[config.mk]
export PLATFORM = sky130hd
export DESIGN_NAME = zero_crossing_frequency_meter
export DESIGN_NICKNAME = d
export VERILOG_FILES = /design/src/hw/rtl/zcfm_pkg.sv /design/src/hw/rtl/zcfm_cfg.sv /design/src/hw/rtl/zcfm_core.sv /design/src/hw/rtl/zcfm_oq.sv /design/src/hw/rtl/zero_crossing_frequency_meter.sv
export SDC_FILE = /design/constraint.sdc
export NUM_CORES = 1
export LEC_CHECK = 0
export BUFFER_PORTS_ARGS = -buffer_cell sky130_fd_sc_hd__buf_2
export CORE_UTILIZATION = 29
export DETAILED_ROUTE_END_ITERATION = 7
export PLACE_DENSITY_LB_ADDON = 0.08
export SYNTH_ARGS = -nofsm -noshare
export SYNTH_HDL_FRONTEND = slang
export SYNTH_SLANG_ARGS = --single-unit
[constraint.sdc]
create_clock -name clk -period 3.3 [get_ports clk]
set_input_delay 0.165 -clock clk [delete_from_list [all_inputs] [get_ports clk]]
set_output_delay 0.165 -clock clk [all_outputs]
set_load 0.1 [all_outputs]
[src/hw/rtl/zcfm_pkg.sv]
// Package for the zero-crossing frequency meter: payload types, register codes and reset values.
package zcfm_pkg;

  localparam int SampleWidth   = 16;
  localparam int PeriodWidth   = 16;
  localparam int CountWidth    = 6;
  localparam int LimitWidth    = 25;
  localparam int DurationWidth = 26;
  localparam int CfgIndexWidth = 2;
  localparam int CfgDataWidth  = LimitWidth;

  localparam logic signed [SampleWidth-1:0] ThresholdReset = 16'sd90;
  localparam logic [CountWidth-1:0]         CyclesReset    = 6'd50;
  localparam logic [LimitWidth-1:0]         TimeoutReset   = 25'd20000000;

  typedef enum logic [CfgIndexWidth-1:0] {
    CFG_THRESHOLD = 2'd0,
    CFG_CYCLES    = 2'd1,
    CFG_TIMEOUT   = 2'd2
  } cfg_index_t;

  typedef struct packed {
    logic signed [SampleWidth-1:0] voltage_sample;
    logic [PeriodWidth-1:0]        period_ticks;
  } sample_t;

  typedef struct packed {
    logic                     measure_done;
    logic [DurationWidth-1:0] saved_duration;
    logic                     armed;
  } result_t;

  typedef struct packed {
    logic signed [SampleWidth-1:0] crossing_threshold;
    logic [CountWidth-1:0]         cycles_per_measure;
    logic [LimitWidth-1:0]         timeout_limit;
  } cfg_t;

endpackage

[src/hw/rtl/zcfm_cfg.sv]
// Configuration registers of the zero-crossing frequency meter.
module zcfm_cfg (
  input  logic                                clk,
  input  logic                                rst,
  input  logic                                cfg_we,
  input  logic [zcfm_pkg::CfgIndexWidth-1:0]  cfg_index,
  input  logic [zcfm_pkg::CfgDataWidth-1:0]   cfg_data,
  output zcfm_pkg::cfg_t                      cfg
);

  always_ff @(posedge clk) begin
    if (rst) begin
      cfg.crossing_threshold <= zcfm_pkg::ThresholdReset;
      cfg.cycles_per_measure <= zcfm_pkg::CyclesReset;
      cfg.timeout_limit      <= zcfm_pkg::TimeoutReset;
    end else if (cfg_we) begin
      unique case (cfg_index)
        zcfm_pkg::CFG_THRESHOLD: begin
          cfg.crossing_threshold <= signed'(cfg_data[zcfm_pkg::SampleWidth-1:0]);
        end
        zcfm_pkg::CFG_CYCLES: begin
          cfg.cycles_per_measure <= cfg_data[zcfm_pkg::CountWidth-1:0];
        end
        zcfm_pkg::CFG_TIMEOUT: begin
          cfg.timeout_limit <= cfg_data[zcfm_pkg::LimitWidth-1:0];
        end
        default: begin
          // unused index: drop the write
        end
      endcase
    end
  end

endmodule

[src/hw/rtl/zcfm_core.sv]
// Measurement state and per-item update of the zero-crossing frequency meter.
module zcfm_core (
  input  logic              clk,
  input  logic              rst,
  input  zcfm_pkg::cfg_t    cfg,
  input  logic              accept,
  input  zcfm_pkg::sample_t sample,
  output zcfm_pkg::result_t result
);

  logic                                    armed_flag, armed_flag_next;
  logic [zcfm_pkg::CountWidth-1:0]         cycle_count, cycle_count_next;
  logic [zcfm_pkg::DurationWidth-1:0]      running_duration, running_duration_next;
  logic [zcfm_pkg::DurationWidth-1:0]      last_duration, last_duration_next;
  logic signed [zcfm_pkg::SampleWidth-1:0] previous_sample;

  logic                                    timed_out;
  logic                                    below_before;
  logic                                    done;
  logic [zcfm_pkg::CountWidth-1:0]         count_inc;
  logic [zcfm_pkg::DurationWidth-1:0]      dur_sum;

  always_comb begin
    timed_out    = running_duration > {1'b0, cfg.timeout_limit};
    below_before = previous_sample < cfg.crossing_threshold;
    dur_sum      = running_duration
                 + {{(zcfm_pkg::DurationWidth-zcfm_pkg::PeriodWidth){1'b0}},
                    sample.period_ticks};
    count_inc    = cycle_count + {{(zcfm_pkg::CountWidth-1){1'b0}}, 1'b1};

    done                  = 1'b0;
    armed_flag_next       = armed_flag;
    cycle_count_next      = cycle_count;
    running_duration_next = running_duration;
    last_duration_next    = last_duration;

    if (timed_out) begin
      // abandon the measurement, clear the saved duration and disarm; re-arm on an upward crossing
      last_duration_next    = '0;
      armed_flag_next       = 1'b0;
      cycle_count_next      = '0;
      running_duration_next = '0;
      if (sample.voltage_sample > cfg.crossing_threshold && below_before) begin
        armed_flag_next = 1'b1;
      end
    end else if (armed_flag) begin
      running_duration_next = dur_sum;
      if (sample.voltage_sample >= cfg.crossing_threshold && below_before) begin
        cycle_count_next = count_inc;
        if (count_inc == cfg.cycles_per_measure) begin
          done                  = 1'b1;
          cycle_count_next      = '0;
          last_duration_next    = dur_sum;
          running_duration_next = '0;
        end
      end
    end else begin
      running_duration_next = '0;
      cycle_count_next      = '0;
      if (sample.voltage_sample > cfg.crossing_threshold && below_before) begin
        armed_flag_next = 1'b1;
      end
    end

    result.measure_done   = done;
    result.saved_duration = last_duration_next;
    result.armed          = armed_flag_next;
  end

  always_ff @(posedge clk) begin
    if (rst) begin
      armed_flag       <= 1'b0;
      cycle_count      <= '0;
      running_duration <= '0;
      last_duration    <= '0;
      previous_sample  <= '0;
    end else if (accept) begin
      armed_flag       <= armed_flag_next;
      cycle_count      <= cycle_count_next;
      running_duration <= running_duration_next;
      last_duration    <= last_duration_next;
      previous_sample  <= sample.voltage_sample;
    end
  end

  a_disarmed_idle: assert property (@(posedge clk) disable iff (rst)
    !armed_flag |-> (cycle_count == '0) && (running_duration == '0))
    else $error("disarmed meter holds a nonzero count or duration");

  a_done_restarts: assert property (@(posedge clk) disable iff (rst)
    accept && result.measure_done |=> (cycle_count == '0) && (running_duration == '0))
    else $error("completed measurement did not restart count and duration");

  a_done_saves: assert property (@(posedge clk) disable iff (rst)
    accept && result.measure_done |=> last_duration == $past(result.saved_duration))
    else $error("completed measurement did not save its duration");

  a_timeout_disarms: assert property (@(posedge clk) disable iff (rst)
    accept && timed_out |=> last_duration == '0)
    else $error("timeout did not clear the saved duration");

endmodule

[src/hw/rtl/zcfm_oq.sv]
// Two-entry result queue that decouples the sample side from the result side.
module zcfm_oq (
  input  logic              clk,
  input  logic              rst,
  input  logic              push,
  input  zcfm_pkg::result_t push_data,
  output logic              full,
  output logic              result_valid,
  input  logic              result_stall,
  output zcfm_pkg::result_t result
);

  logic [1:0]        count, count_next;
  zcfm_pkg::result_t head, tail;
  logic              pop;

  assign pop          = result_valid && !result_stall;
  assign result_valid = count != 2'd0;
  assign full         = count == 2'd2;
  assign result       = head;

  always_comb begin
    count_next = count;
    if (push && !pop) begin
      count_next = count + 2'd1;
    end else if (pop && !push) begin
      count_next = count - 2'd1;
    end
  end

  always_ff @(posedge clk) begin
    if (rst) begin
      count <= 2'd0;
    end else begin
      count <= count_next;
    end
  end

  always_ff @(posedge clk) begin
    if (pop) begin
      if (count == 2'd2) begin
        head <= tail;
      end else if (push) begin
        head <= push_data;
      end
    end else if (push && count == 2'd0) begin
      head <= push_data;
    end
    if (push && !pop && count == 2'd1) begin
      tail <= push_data;
    end
  end

  a_count_range: assert property (@(posedge clk) disable iff (rst)
    count != 2'd3)
    else $error("result queue count out of range");

  a_no_push_full: assert property (@(posedge clk) disable iff (rst)
    full |-> !push)
    else $error("item pushed into a full result queue");

  a_push_grows: assert property (@(posedge clk) disable iff (rst)
    push && !pop |=> count == $past(count) + 2'd1)
    else $error("result queue count did not advance on push");

  a_pass_through: assert property (@(posedge clk) disable iff (rst)
    push && count == 2'd0 |=> result == $past(push_data))
    else $error("result queue lost an item written while empty");

endmodule

[src/hw/rtl/zero_crossing_frequency_meter.sv]
// Top level of the zero-crossing frequency meter.
//
// Usage:
//   Sample channel: sample_valid / sample_stall / sample carry one voltage
//   sample and the timer ticks since the previous sample. An item is taken
//   at a clock edge with sample_valid high and sample_stall low.
//   Result channel: result_valid / result_stall / result carry one result
//   item per sample: done pulse, saved duration and armed flag.
//   Configuration: cfg_we writes cfg_data into register cfg_index
//   (0 threshold, 1 cycles per measurement, 2 timeout); other indexes are
//   ignored. Write only while no result is outstanding.
// Throughput:
//   One sample per cycle while sample_stall is low. The measurement state
//   updates as the sample is taken; its result is queued behind older ones.
//   The per-sample compare/add/compare path is the only logic between the
//   state registers and the two-entry result queue.
// Reset (rst, synchronous): configuration returns to threshold 90,
//   50 crossings per measurement, timeout 20000000; the meter disarms,
//   clears count, duration and saved duration; the result queue empties.
// Stall: the result queue holds two items; sample_stall rises only when
//   both are waiting, so a stalled receiver backs up the sample side.
module zero_crossing_frequency_meter (
  input  logic                                clk,
  input  logic                                rst,
  input  logic                                sample_valid,
  output logic                                sample_stall,
  input  zcfm_pkg::sample_t                   sample,
  output logic                                result_valid,
  input  logic                                result_stall,
  output zcfm_pkg::result_t                   result,
  input  logic                                cfg_we,
  input  logic [zcfm_pkg::CfgIndexWidth-1:0]  cfg_index,
  input  logic [zcfm_pkg::CfgDataWidth-1:0]   cfg_data
);

  zcfm_pkg::cfg_t    cfg;
  zcfm_pkg::result_t core_result;
  logic              accept;
  logic              queue_full;

  // take a sample whenever the result queue has room
  assign sample_stall = queue_full;
  assign accept       = sample_valid && !queue_full;

  zcfm_cfg u_cfg (
    .clk       (clk),
    .rst       (rst),
    .cfg_we    (cfg_we),
    .cfg_index (cfg_index),
    .cfg_data  (cfg_data),
    .cfg       (cfg)
  );

  // advance the measurement state once per accepted sample
  zcfm_core u_core (
    .clk    (clk),
    .rst    (rst),
    .cfg    (cfg),
    .accept (accept),
    .sample (sample),
    .result (core_result)
  );

  // hold results until the receiver takes them
  zcfm_oq u_oq (
    .clk          (clk),
    .rst          (rst),
    .push         (accept),
    .push_data    (core_result),
    .full         (queue_full),
    .result_valid (result_valid),
    .result_stall (result_stall),
    .result       (result)
  );

endmodule
# == Word level (Yosys, flattened, before mapping) ==
# Index checks and enable logic that the tools add are counted.
# totals
regBits,180
in_bits,64
elab_cells,77
# op_classes
add_sub_neg,4
n_lt_le_gt_ge,4
eq_ne,7
muxes,25
n_reduce_logical,22
# ops
op,count
26-bit 2-to-1 mux,8
28-bit 2-to-1 mux,4
26-bit by 16-bit adder with 26-bit output,1
26-bit by 25-bit > comparator with 1-bit output,1
6-bit 2-to-1 mux,4
16-bit >= comparator,1
16-bit > comparator,1
16-bit < comparator,1
2-bit AND reduction,5
1-bit logical AND,8
1-bit 2-to-1 mux,7
6-bit by 1-bit adder with 6-bit output (second input constant),1
6-bit == test,1
2-bit nonzero test,3
2-bit by 1-bit == test with 1-bit output (second input constant),2
2-bit == test (second input constant),2
1-bit zero test,4
2-bit zero test,2
2-bit 2-to-1 mux,2
3-bit by 2-bit inequality test with 1-bit output (second input constant),1
3-bit inequality test (second input constant),1
2-bit by 1-bit adder with 2-bit output (second input constant),1
2-bit by 1-bit subtractor with 2-bit output (second input constant),1

# == Logic depth before layout (Yosys ltp) ==
# depth
ltp_word,9
mapped_depth,13
mapped_depth_nobuf,10

# == Cells and area by module ==
# From an unflattened synthesis, not the netlist that was laid out.
# unflattened
cells_unflattened,970
area_unflattened_um2,9836.9
# by_module_without_submodules
module,instances,cells_per_inst,area_each_um2
zcfm_core,1,664,5545.3
zcfm_oq,1,110,2307.2
zcfm_cfg,1,195,1970.6
zero_crossing_frequency_meter,1,1,13.8

# == Worst setup path before layout ==
# No wires, ideal clock.
# synth_path
kind,register to register
start,register u_oq.count[0]
end,"register u_oq.tail[0] (netlist name), enable pin"
setup_time_ns,0.387
t_arrival_ns,3.076
setup_slack_ns,-0.163
stages_incl_launch_ff,11
n_path_buf,3
path_cell_list,dfxtp_1 -> inv_1 -> ha_1 -> inv_1 -> nand2_1 -> clkbuf_1 -> inv_1 -> clkbuf_1 -> clkbuf_1 -> ha_1 -> and2_1
# synth_between
elab_chain_len,5
elab_cells_between_ends,9
cone_classes,eq/ne: 2; reduce/logical: 7
# synth_rtl
item,line,text
"start, declared",zcfm_oq.sv:13,"logic [1:0] count, count_next;"
"start signal, assigned",zcfm_oq.sv:35,count <= count_next;
2-bit == test,zcfm_oq.sv:19,assign full = count == 2'd2;
net sample_stall,zero_crossing_frequency_meter.sv:26,"output logic sample_stall,"
1-bit zero test,zero_crossing_frequency_meter.sv:43,assign accept = sample_valid && !queue_full;
1-bit logical AND,zero_crossing_frequency_meter.sv:43,
net accept,zero_crossing_frequency_meter.sv:38,logic accept;
1-bit logical AND (2 in a row),zcfm_oq.sv:49,if (push && !pop && count == 2'd1) begin
"end signal, assigned",zcfm_oq.sv:50,tail <= push_data;
"end, declared",zcfm_oq.sv:14,"zcfm_pkg::result_t head, tail;"
# The timed path passes the listed nets, and every way through them passes these cells.
# A chain may end at the register's enable or synchronous reset.

# == Worst setup path in the final report ==
# layout_path
start,register u_core.running_duration[0] (netlist name)
end,"register u_oq.head, in the netlist u_oq.result[11], data pin"
# layout_between
elab_chain_len,8
elab_cells_between_ends,10
cone_classes,add/sub: 1; order compare: 1; mux: 8
# layout_rtl
item,line,text
"start, declared",zcfm_core.sv:13,"logic [zcfm_pkg::DurationWidth-1:0] running_duration, running_duration_next;"
"start signal, assigned",zcfm_core.sv:80,running_duration <= running_duration_next;
26-bit by 16-bit adder with 26-bit output,zcfm_core.sv:27,"+ {{(zcfm_pkg::DurationWidth-zcfm_pkg::PeriodWidth){1'b0}},"
26-bit 2-to-1 mux,zcfm_core.sv:50,if (count_inc == cfg.cycles_per_measure) begin
26-bit 2-to-1 mux,zcfm_core.sv:48,if (sample.voltage_sample >= cfg.crossing_threshold && below_before) begin
26-bit 2-to-1 mux,zcfm_core.sv:46,end else if (armed_flag) begin
26-bit 2-to-1 mux (*),zcfm_core.sv:37,if (timed_out) begin
28-bit 2-to-1 mux,zcfm_oq.sv:43,end else if (push) begin
28-bit 2-to-1 mux,zcfm_oq.sv:41,if (count == 2'd2) begin
28-bit 2-to-1 mux (*),zcfm_oq.sv:40,if (pop) begin
"end signal, assigned",zcfm_oq.sv:42,head <= tail;
"end signal, assigned",zcfm_oq.sv:44,head <= push_data;
"end signal, assigned",zcfm_oq.sv:47,head <= push_data;
"end, declared",zcfm_oq.sv:14,
# Every way passes the cells marked *; elsewhere a longest branch is shown, timed or not. The select of a mux whose other input is x is not followed.

==> results_dict.tcl <==
set metrics [dict create \
    status "completed" \
    setup-tns-final_ns 0 \
    synth_top_family_by_area "compound AO/OA/AOI/OAI gates" \
    grt_pass1_wl_um 40800 \
    grt_antenna_before_repair 0 \
    maxSlewViolCount 0 \
    antenna_left 0 \
    syn-num-nets 1152 \
    required_ns 3.48 \
    grt-ovfl-total 0 \
    rsz0062_at_grt "false" \
    drive_gt1_share_pct 15.6 \
    synth-simple-area-share_pct 15.7 \
    rr_startpoint "u_core.running_duration[0]$_SDFFE_PP0P_" \
    fp.dieW_um 183 \
    grt.total_usage_pct 15.9 \
    critPathTopFamily "compound AO/OA/AOI/OAI gates" \
    period_share_pct 91.8 \
    cp_max_fo 3 \
    ys_types 67 \
    yosysSeqAreaShare_pct 44.0 \
    total_power_uw 6750 \
    worst_setup_path_end_kind "register" \
    cts_sinks 180 \
    synth-edff-count 56 \
    final.min_clock_period_ns 3.03 \
    relSlewSlack_pct 31.2 \
    netlist_area_um2 9460 \
    postSynthCellCount 1010 \
    drt_wl_total_um 26000 \
    power.leakage_uw 0.00498 \
    drv_cap 0 \
    avgViaCountPerCell 4.77 \
    pin_count 94 \
    dp_slack_ns 0.131 \
    synth.area.mux_share_pct 3.61 \
    setup_slack_ns 0.272 \
    dp_hpwl_um 19000 \
    synth_xor_area_share_pct 3.06 \
    num_vias 7566 \
    rrSetupSlack_ns 0.27 \
    endpoint "u_oq.result[11]$_DFFE_PP_" \
    final_cell_count_no_fill 1587 \
    fmax_mhz 330 \
    cp-start-kind "register" \
    synth_seq_cells 180 \
    htreeDepth 4 \
    cts_buffer_depth 2 \
    crit_chain "ha_1 > fa_1 > a211oi_1 > o21bai_1 > a2111oi_0 > buf_4 > o31ai_1 > a21oi_1 > xnor2_1 > mux2i_1 > o21ai_1" \
    place_inst 1519 \
    async_reset_ff_share_pct 0 \
    ys_warn_count 0 \
    cp_num_buf_inv 1 \
    wire_per_inst_um 16.4 \
    antenna_cells 0 \
    synth_compound_area_share_pct 18.4 \
    rr_endpoint "u_oq.result[11]$_DFFE_PP_" \
    dieArea_um2 33300 \
    ff2ff_path_depth 11 \
    clk_latency_ns 0.44 \
    first_pass_iters 5 \
    layout.nets 1281 \
    critical_path_class "reg -> reg" \
    synthAdderAreaFrac_pct 10.4 \
    arrival_ns 3.21 \
    ir_drop_mv 0.361 \
    nFillCells 3324 \
    final-hold-violation-count 0 \
    skew_ns 0.0124 \
    power.density_nw_per_um2 587 \
    crit_cells 11 \
    crit_start "u_core.running_duration[0]$_SDFFE_PP0P_" \
    row_count 65 \
    clk_pin_slew_ns 0.07 \
    numPortBuffers 93 \
    start_util_pct 29.7 \
    tightestPinTransition_ns 1.03 \
    hp-class "in -> reg" \
    max_stage_delay_ns 0.44 \
    numCtsBuffers 17 \
    setup_viol 0 \
    die_y_um 183 \
    place.gp.congestion 0.869 \
    root_buffer "clkbuf_16" \
    cts_tree "built" \
    area_growth_pct 21.7 \
    cp_slowest_cell "fa_1" \
    grt_max_degree 56 \
    drc 0 \
    multi_input_area_um2 4900 \
    drt-initial-drc-count 389 \
    first_global_vias 7051 \
    syn_area_per_cell_um2 9.36 \
    coreArea_um2 31800 \
    regArea_um2 4160 \
    ys.flop_type "dfxtp_1" \
]
placed cells by master, fill, tap and decap left out, types with 10 or more instances in the layout:
| cell | count |
|---|---|
| edfxtp_1 | 56 |
| inv_1 | 65 |
| buf_4 | 25 |
| a22o_1 | 29 |
| nand3_1 | 15 |
| nor2_1 | 85 |
| o31ai_1 | 28 |
| a21oi_1 | 72 |
| dfxtp_1 | 124 |
| ha_1 | 77 |
| clkbuf_16 | 17 |
| xnor2_1 | 22 |
| nand2_1 | 152 |
| a211oi_1 | 10 |
| o21ai_0 | 22 |
| a21o_1 | 13 |
| dlygate4sd3_1 | 33 |
| xor2_1 | 11 |
| mux2i_1 | 33 |
| a22oi_1 | 21 |
| buf_2 | 93 |
worst min path at each step:
stage,from,to,slack (ns),cells past startpoint
floorplan,cfg_data[24],u_cfg.cfg[24]$_SDFFE_PP1P_,0.28,1
global placement,cfg_data[24],u_cfg.cfg[24]$_SDFFE_PP1P_,0.39,2
detailed placement,cfg_data[24],u_cfg.cfg[24]$_SDFFE_PP1P_,0.39,2
CTS,cfg_data[1],u_cfg.cfg[26]$_SDFFE_PP1P_,0.003,3
global route,cfg_data[3],u_cfg.cfg[3]$_SDFFE_PP0P_,0.03,3
finish,cfg_data[1],u_cfg.cfg[26]$_SDFFE_PP1P_,0.02,3
repair_timing:
item | CTS | global route
buffers inserted | 0 | 2
setup endpoints to repair | 0 | 27
hold buffers | 33 | 0
hold endpoints to repair | 37 | 0
resized for setup | 0 | 3
synth_stat cells, types with 21 or more instances:
master	number	share of area, %
nand2_1	152	6.0
mux2i_1	33	3.5
clkbuf_1	36	1.4
inv_1	65	2.6
dfxtp_1	124	26
o31ai_1	28	2.2
a21oi_1	73	3.9
a22o_1	29	2.7
nor2_1	86	3.4
a22oi_1	21	1.7
ha_1	77	10
edfxtp_1	56	18
xnor2_1	22	2.0
o21ai_0	22	1.2
per-stage QoR:
step / util (%) / hold slack, ns / area (µm²)
2_1_floorplan: - / 0.283 / 9460
3_3_place_gp: 33.1 / 0.391 / 10500
3_5_place_dp: 33.1 / 0.392 / 10500
4_1_cts: 36.0 / 0.00267 / 11500
5_1_grt: 36.2 / 0.0290 / 11500
6_report: 36.2 / 0.0186 / 11500
flip-flops by register name (all words and copies together), names as in the netlist:
register / flops
u_cfg.cfg: 47
u_oq.result: 28
u_oq.tail: 28
u_core.last_duration: 26
u_core.running_duration: 26
u_core.previous_sample: 16
u_core.cycle_count: 6
u_oq.count: 2
u_core.armed_flag: 1
per-layer routing:
metal  vias up  wire, µm  global-route usage (%)
met5         -         0                       0
met4         0       241                    3.80
met3        12       820                    2.43
met2       122     11200                    23.7
met1      3554     13700                    23.6
li1       3878         -                       -
logic make-up (layout without fill, tap and decap cells):
family,count (synthesis),in the layout
simple gates,323,324
compound gates,251,251
flops,180,180
buf+inv,111,252
fa+ha+maj,78,78
mux,34,34
xor+xnor,33,33
where the power goes:
part           internal [µW]  switching [µW]  total [µW]
Clock                   1080            1020        2100
Sequential              2540            89.6        2630
Combinational            481            1540        2020
Total                   4110            2650        6750
worst min-delay path, stage by stage:
cell and delay (ns):
buf_2 0.13, mux2i_1 0.07, nand2_1 0.06
area by class of cell:
| cell class | count | area share (%) |
|---|---|---|
| Multi-Input combinational cell | 720 | 42.6 |
| Sequential cell | 180 | 36.2 |
| Timing Repair Buffer | 155 | 9.24 |
| Tap cell | 435 | 4.73 |
| Clock buffer | 17 | 3.70 |
| Inverter | 65 | 2.12 |
| Clock inverter | 15 | 1.44 |
Note: power is estimated with default switching activity, not from simulation.
